$ cat config.mk
export PLATFORM = sky130hd
export DESIGN_NAME = cidt_ctrl
export DESIGN_NICKNAME = d
export VERILOG_FILES = /design/src/rtl/cidt_pkg.sv /design/src/rtl/cidt_ctrl.sv
export SDC_FILE = /design/constraint.sdc
export NUM_CORES = 1
export LEC_CHECK = 0
export BUFFER_PORTS_ARGS = -buffer_cell sky130_fd_sc_hd__buf_2
export CAP_MARGIN = 10
export CORE_AREA = 10 10 213 215
export CTS_CLUSTER_DIAMETER = 120
export DETAILED_ROUTE_END_ITERATION = 8
export DIE_AREA = 0 0 223 225
export PLACE_DENSITY = 0.59
export SYNTH_ARGS = -nofsm -noshare
export SYNTH_HDL_FRONTEND = slang
export SYNTH_SLANG_ARGS = --single-unit
$ cat constraint.sdc
create_clock -name clk -period 5.2 [get_ports clk]
set_clock_uncertainty 0.15 [all_clocks]
set_input_delay 0.78 -clock clk [delete_from_list [all_inputs] [get_ports clk]]
set_output_delay 0.78 -clock clk [all_outputs]
set_load 0.01 [all_outputs]
$ cat src/rtl/cidt_pkg.sv
package cidt_pkg;

    // Result status codes
    localparam logic [1:0] ST_OK        = 2'd0;
    localparam logic [1:0] ST_INVALID   = 2'd1;
    localparam logic [1:0] ST_LIMIT     = 2'd2;
    localparam logic [1:0] ST_MALFORMED = 2'd3;

    // Request types
    localparam logic REQ_LOOKUP = 1'b0;
    localparam logic REQ_BIND   = 1'b1;

    // Entry kinds
    localparam logic KIND_RASTER = 1'b0;

    // Ordinal code of an entry that has no bound record yet
    localparam logic [7:0] ORDINAL_UNSET = 8'hFF;

    // Configuration register
    localparam int         CAP_W     = 7;
    localparam logic [6:0] CAP_RESET = 7'd64;

    // One stored identity
    typedef struct packed {
        logic        kind;
        logic [63:0] hash;
        logic [31:0] crc;
        logic [63:0] size;
    } ident_t;

    // Access command from the sequencer to the entry memories
    typedef struct packed {
        logic [7:0] rd_addr;
        logic [7:0] wr_addr;
        logic       id_we;
        logic       ord_we;
        ident_t     id_wdata;
        logic [7:0] ord_wdata;
    } store_cmd_t;

    // One result item
    typedef struct packed {
        logic [1:0] status;
        logic       was_hit;
        logic [5:0] found_index;
        logic [5:0] canonical_record;
    } result_t;

endpackage

$ cat src/rtl/cidt_ctrl.sv
module cidt_ctrl #(
    parameter int TABLE_DEPTH = 64
) (
    input  logic                  clk,
    input  logic                  rst_n,
    input  logic                  in_valid,
    output logic                  in_stall,
    input  logic                  req_type,
    input  logic                  entry_kind,
    input  logic [63:0]           content_hash,
    input  logic [31:0]           source_crc,
    input  logic [63:0]           source_size,
    input  logic [7:0]            target_index,
    input  logic [7:0]            record_number,
    input  logic [cidt_pkg::CAP_W-1:0] capacity,
    output cidt_pkg::store_cmd_t  cmd,
    input  cidt_pkg::ident_t      id_rdata,
    input  logic [7:0]            ord_rdata,
    output logic                  res_valid,
    input  logic                  res_ready,
    output cidt_pkg::result_t     res
);

    localparam int CNT_W = $clog2(TABLE_DEPTH + 1);

    typedef enum logic [3:0] {
        S_IDLE = 4'b0001,
        S_SCAN = 4'b0010,
        S_BIND = 4'b0100,
        S_PUSH = 4'b1000
    } state_t;

    state_t             state_reg, state_next;
    logic [CNT_W-1:0]   fill_reg, fill_next;
    logic [CNT_W-1:0]   ptr_reg, ptr_next;
    logic               pend_reg, pend_next;
    logic [CNT_W-1:0]   pend_idx_reg, pend_idx_next;
    cidt_pkg::ident_t   req_id_reg, req_id_next;
    logic [7:0]         target_reg, target_next;
    logic [7:0]         record_reg, record_next;
    cidt_pkg::result_t  res_reg, res_next;

    logic [7:0]         eff_cap;
    logic               accept;
    logic               match;

    assign eff_cap = (8'(capacity) > 8'(TABLE_DEPTH)) ? 8'(TABLE_DEPTH) : 8'(capacity);
    assign accept  = in_valid && (state_reg == S_IDLE);
    assign match   = pend_reg && (id_rdata == req_id_reg);

    assign in_stall  = (state_reg != S_IDLE);
    assign res_valid = (state_reg == S_PUSH);
    assign res       = res_reg;

    always_comb
    begin
        state_next    = state_reg;
        fill_next     = fill_reg;
        ptr_next      = ptr_reg;
        pend_next     = pend_reg;
        pend_idx_next = pend_idx_reg;
        req_id_next   = req_id_reg;
        target_next   = target_reg;
        record_next   = record_reg;
        res_next      = res_reg;

        cmd           = '0;
        cmd.rd_addr   = 8'(ptr_reg);
        cmd.wr_addr   = 8'(fill_reg);
        cmd.id_wdata  = req_id_reg;
        cmd.ord_wdata = cidt_pkg::ORDINAL_UNSET;

        unique case (state_reg)
            S_IDLE:
            begin
                cmd.rd_addr = target_index;
                if (accept)
                begin
                    req_id_next = '{kind: entry_kind, hash: content_hash,
                                    crc: source_crc, size: source_size};
                    target_next = target_index;
                    record_next = record_number;
                    res_next    = '0;
                    ptr_next    = '0;
                    pend_next   = 1'b0;
                    if (req_type == cidt_pkg::REQ_LOOKUP)
                    begin
                        if (source_size == 64'd0)
                        begin
                            res_next.status = cidt_pkg::ST_INVALID;
                            state_next      = S_PUSH;
                        end
                        else
                        begin
                            state_next = S_SCAN;
                        end
                    end
                    else if ((target_index >= 8'(fill_reg)) ||
                             (record_number >= 8'(TABLE_DEPTH)))
                    begin
                        res_next.status = cidt_pkg::ST_INVALID;
                        state_next      = S_PUSH;
                    end
                    else
                    begin
                        // Entry read issued this cycle, data ready in S_BIND
                        state_next = S_BIND;
                    end
                end
            end

            S_SCAN:
            begin
                if (match)
                begin
                    res_next.status      = cidt_pkg::ST_OK;
                    res_next.was_hit     = 1'b1;
                    res_next.found_index = 6'(pend_idx_reg);
                    pend_next            = 1'b0;
                    state_next           = S_PUSH;
                end
                else if (ptr_reg < fill_reg)
                begin
                    // Issue the next entry read; compare it next cycle
                    ptr_next      = ptr_reg + 1'b1;
                    pend_next     = 1'b1;
                    pend_idx_next = ptr_reg;
                end
                else
                begin
                    pend_next = 1'b0;
                    if (8'(fill_reg) >= eff_cap)
                    begin
                        res_next.status = cidt_pkg::ST_LIMIT;
                    end
                    else
                    begin
                        cmd.id_we            = 1'b1;
                        cmd.ord_we           = 1'b1;
                        fill_next            = fill_reg + 1'b1;
                        res_next.status      = cidt_pkg::ST_OK;
                        res_next.found_index = 6'(fill_reg);
                    end
                    state_next = S_PUSH;
                end
            end

            S_BIND:
            begin
                cmd.wr_addr   = target_reg;
                cmd.ord_wdata = record_reg;
                if (id_rdata.kind != cidt_pkg::KIND_RASTER)
                begin
                    res_next.status = cidt_pkg::ST_MALFORMED;
                end
                else if (ord_rdata == cidt_pkg::ORDINAL_UNSET)
                begin
                    cmd.ord_we                = 1'b1;
                    res_next.status           = cidt_pkg::ST_OK;
                    res_next.canonical_record = record_reg[5:0];
                end
                else if (ord_rdata > record_reg)
                begin
                    res_next.status = cidt_pkg::ST_MALFORMED;
                end
                else
                begin
                    res_next.status           = cidt_pkg::ST_OK;
                    res_next.canonical_record = ord_rdata[5:0];
                end
                state_next = S_PUSH;
            end

            S_PUSH:
            begin
                if (res_ready)
                begin
                    state_next = S_IDLE;
                end
            end

            default:
            begin
                state_next = S_IDLE;
            end
        endcase
    end

    always_ff @(posedge clk or negedge rst_n)
    begin
        if (!rst_n)
        begin
            state_reg <= S_IDLE;
            fill_reg  <= '0;
            ptr_reg   <= '0;
            pend_reg  <= 1'b0;
        end
        else
        begin
            state_reg <= state_next;
            fill_reg  <= fill_next;
            ptr_reg   <= ptr_next;
            pend_reg  <= pend_next;
        end
    end

    always_ff @(posedge clk)
    begin
        pend_idx_reg <= pend_idx_next;
        req_id_reg   <= req_id_next;
        target_reg   <= target_next;
        record_reg   <= record_next;
        res_reg      <= res_next;
    end

    a_fill_bound: assert property (@(posedge clk) disable iff (!rst_n)
        fill_reg <= CNT_W'(TABLE_DEPTH))
        else $error("fill count beyond table depth");

    a_fill_step: assert property (@(posedge clk) disable iff (!rst_n)
        (fill_reg != $past(fill_reg)) |-> (fill_reg == CNT_W'($past(fill_reg) + 1'b1)))
        else $error("fill count moved by other than one");

    a_insert_slot: assert property (@(posedge clk) disable iff (!rst_n)
        cmd.id_we |-> ((8'(fill_reg) < eff_cap) && (cmd.wr_addr == 8'(fill_reg))))
        else $error("insert outside free slot or capacity");

    a_hit_filled: assert property (@(posedge clk) disable iff (!rst_n)
        ((state_reg == S_SCAN) && match) |-> (pend_idx_reg < fill_reg))
        else $error("hit on an unfilled entry");

endmodule

==> impl_metrics.json <==
{
  "run_status": "finished, final reports clean",
  "yosys_warnings": 0,
  "synth-seq-area-share_pct": 61.98,
  "report.final.slew_viol_count": 0,
  "cp.required_ns": 4.27,
  "synth.cell_area_mm2": 0.01036,
  "internal_power_mw": 4.102,
  "dr_total_vias": 9245,
  "floorplan.die.height_um": 225,
  "fp.dieArea_mm2": 0.05018,
  "port_buffers": 561,
  "synth.lib_cells_used.distinct": 68,
  "critical_path.top_delay_family": "simple AND/OR/NAND/NOR gates",
  "drtIter0Drc": 640,
  "cp-end-kind": "output port",
  "syn-num-nets": 1197,
  "grt_overflow_total": 0,
  "post-synth-top-count-cell": "sky130_fd_sc_hd__edfxtp_1",
  "grt_start_max_net_pins": 104,
  "timing.reg2reg.setup_slack_ns": 0.79,
  "synth-edff-count": 198,
  "dr.pass1.iters": 8,
  "timing.rr.end": "res[9]",
  "crit_path_cell_trace": "nor2b_1 > a2111oi_0 > buf_4 > nand4_1 > nor4_1 > nand4_1 > or4_1 > nand2b_2 > o31ai_1 > buf_2",
  "power.share.combinational_pct": 25.3,
  "vias_per_cell": 4.686,
  "largest_register_ffs": 161,
  "place_congestion": 0.9518,
  "clk_pin_slew_worst_paths_ns": 0.07,
  "cap_violations": 0,
  "maxSlewHeadroom_pct": 29.34,
  "crit_end": "cmd[169]",
  "worst_r2r_path_depth": 9,
  "synth.largest_area_cell": "sky130_fd_sc_hd__edfxtp_1",
  "finalSetupViolCount": 0,
  "antenna_violating_nets_post_route": 0,
  "tns_ns": 0,
  "synth_top_area_share_pct": 57.38,
  "layout-drive-gt1-share_pct": 44.33,
  "post-route-worst-setup-slack_ns": 0.2412,
  "p_per_area_mw_per_mm2": 417.1,
  "detailed_place_hpwl_um": 44020,
  "numnets_final": 1788,
  "clock_power_share_pct": 30.3,
  "ir_worst_vdd_v": 0.0002473,
  "ys_top_cells_by_area": "sky130_fd_sc_hd__edfxtp_1 (57%), sky130_fd_sc_hd__xor2_1 (5.4%), sky130_fd_sc_hd__dfrtp_1 (4.3%)",
  "final_hold_viol_count": 0,
  "finish.cell_count_without_fillers": 1973,
  "ys_top_cells_by_count": "sky130_fd_sc_hd__edfxtp_1 (198), sky130_fd_sc_hd__inv_1 (83), sky130_fd_sc_hd__xor2_1 (64)",
  "post_synthesis_cells": 809,
  "critPathArrivalTime_ns": 4.03,
  "postRouteWirelength_um": 51910,
  "fp.dieW_um": 223,
  "layout.area.seq_mm2": 0.006422,
  "most_used_dff_post_synth": "sky130_fd_sc_hd__edfxtp_1",
  "grt_antenna_before_repair": 24,
  "flow.area_growth_from_synthesis_pct": 42.60,
  "clkSinkCount": 217,
  "synth-seq-cells": 217,
  "power.switching_mw": 2.062,
  "power.share.switching_pct": 33.46,
  "area_after_detailed_placement_mm2": 0.01389,
  "postSynth.asyncResetShare_pct": 8.756,
  "cts_max_level": 1,
  "grt_first_pass_wirelength_um": 71210,
  "grt_util_all_layers_pct": 19.42,
  "timing_worst_slew_pin_value_ns": 1.060,
  "cts_repair_resizes": 0,
  "cp_slowest_cell": "sky130_fd_sc_hd__a2111oi_0",
  "final_cell_area_mm2": 0.01478,
  "criticalPathCategory": "register to output port",
  "clockRootBuffer": "sky130_fd_sc_hd__clkbuf_16",
  "post_placement_worst_setup_slack_ns": 0.1896,
  "timing.rr.start": "cmd[18]",
  "cp_num_buf_inv": 2,
  "pin_count": 562,
  "floorplan.rows": 75,
  "drc_markers": 0,
  "cell_depth_of_the_worst_setup_path": 10,
  "crit_top_cell": "sky130_fd_sc_hd__nand4_1",
  "clock_tree_from_tritoncts": "yes",
  "critPathLaunchType": "register",
  "fillers": 4229,
  "post-cts-setup-buffers": 0,
  "core_area_mm2": 0.04138,
  "period_minus_slack_ns": 4.959,
  "synth.avg_cell_area_um2": 12.81,
  "tritoncts.num_buffers": 27,
  "clock_insertion_delay_worst_skew_ns": 0.55,
  "fmax_mhz": 201.7,
  "worst_path_largest_cell_delay_ns": 0.87,
  "sequentialPowerShare_pct": 44.4,
  "area_taken_by_multi_input_logic_gates_mm2": 0.003542,
  "layout_worst_path_cycle_share_pct": 95.36,
  "post_drt_wl_per_cell_um": 26.31,
  "rsz0062_at_grt": "false",
  "start_util_pct": 25.04,
  "p_leak_nw": 6.515,
  "place.detailed.instances": 1910,
  "post_cts_hold_buffer_count": 0,
  "first_global_vias": 9690,
  "worst_setup_path_startpoint": "cmd[18]",
  "hold_path_class": "input pin to asynchronous set/reset pin",
  "buffer_depth_of_the_longest_clock_path": 3,
  "worstPathMaxFanout": 4
}
==> metal layers <==
layer / vias up / global-route usage (%) / part of all wire [%]
met1: 4436 / 21.40 / 37
met3: 82 / 5.499 / 7.7
met4: 6 / 6.016 / 2.9
met2: 488 / 35.31 / 52
li1: 4233 / - / -
met5: - / 0 / 0.081
==> stage by stage <==
| stage | util, % | hold slack, ns | total power [mW] |
|---|---|---|---|
| final | 35.71 | 0.05001 | 6.164 |
| after global routing | 35.67 | 0.04673 | 6.458 |
| after CTS | 35.62 | 0.03872 | 6.241 |
| after detailed placement | 33.57 | 0.3497 | 4.351 |
| after global placement | 33.57 | 0.3495 | 4.334 |
| after floorplan | - | 0.3168 | 3.421 |
==> power by group through the flow <==
stage	sequential (mW)	combinational [mW]	clock, mW
2_1_floorplan	2.82	0.604	0
3_3_place_gp	2.76	1.57	0
3_5_place_dp	2.77	1.58	0
4_1_cts	2.74	1.59	1.91
5_1_grt	2.77	1.70	1.99
6_report	2.74	1.56	1.86
==> worst min path at each step <==
| stage | endpoint | depth (start not counted) |
|---|---|---|
| after global placement | fill_reg[6] | 1 |
| after CTS | fill_reg[3] | 1 |
| after global routing | fill_reg[4] | 1 |
| after floorplan | pend_reg | 1 |
| after detailed placement | fill_reg[6] | 1 |
| final | fill_reg[3] | 1 |
==> layout make-up <==
type | count | area share [%]
Sequential cell | 217 | 43.46
Clock inverter | 14 | 0.9907
Inverter | 94 | 2.413
Timing Repair Buffer | 571 | 19.59
Tap cell | 539 | 4.564
Multi-Input combinational cell | 489 | 23.97
Antenna cell | 15 | 0.2540
Clock buffer | 34 | 4.750
==> cell families after synthesis <==
family | count (synthesis) | synth area share (%)
AO/OA/AOI/OAI | 131 | 9.467
multiplexers | 15 | 1.533
adder cells (fa/ha/maj) | 30 | 3.622
XOR/XNOR | 86 | 7.269
AND/OR/NAND/NOR | 227 | 12.24
buffers and inverters | 103 | 3.888
flip-flops | 217 | 61.98
==> worst register-to-register path: cells and delay by family (launching register included) <==
family	cells	cell delay (ns)
buf+inv	2	0.57
simple gates	5	1.48
compound gates	2	1.42
flops	1	0.44
==> layout by cell type (no fill, tap or decap), drive strengths merged, types with 19 or more instances in the layout <==
cell type / count
xor2: 64
nor2b: 39
clkbuf: 34
nor2: 22
o22ai: 19
nor4: 38
buf: 571
ha: 30
nand4: 24
edfxtp: 198
nand2: 46
nand2b: 20
inv: 87
xnor2: 22
(Power assumes the default switching activity.)
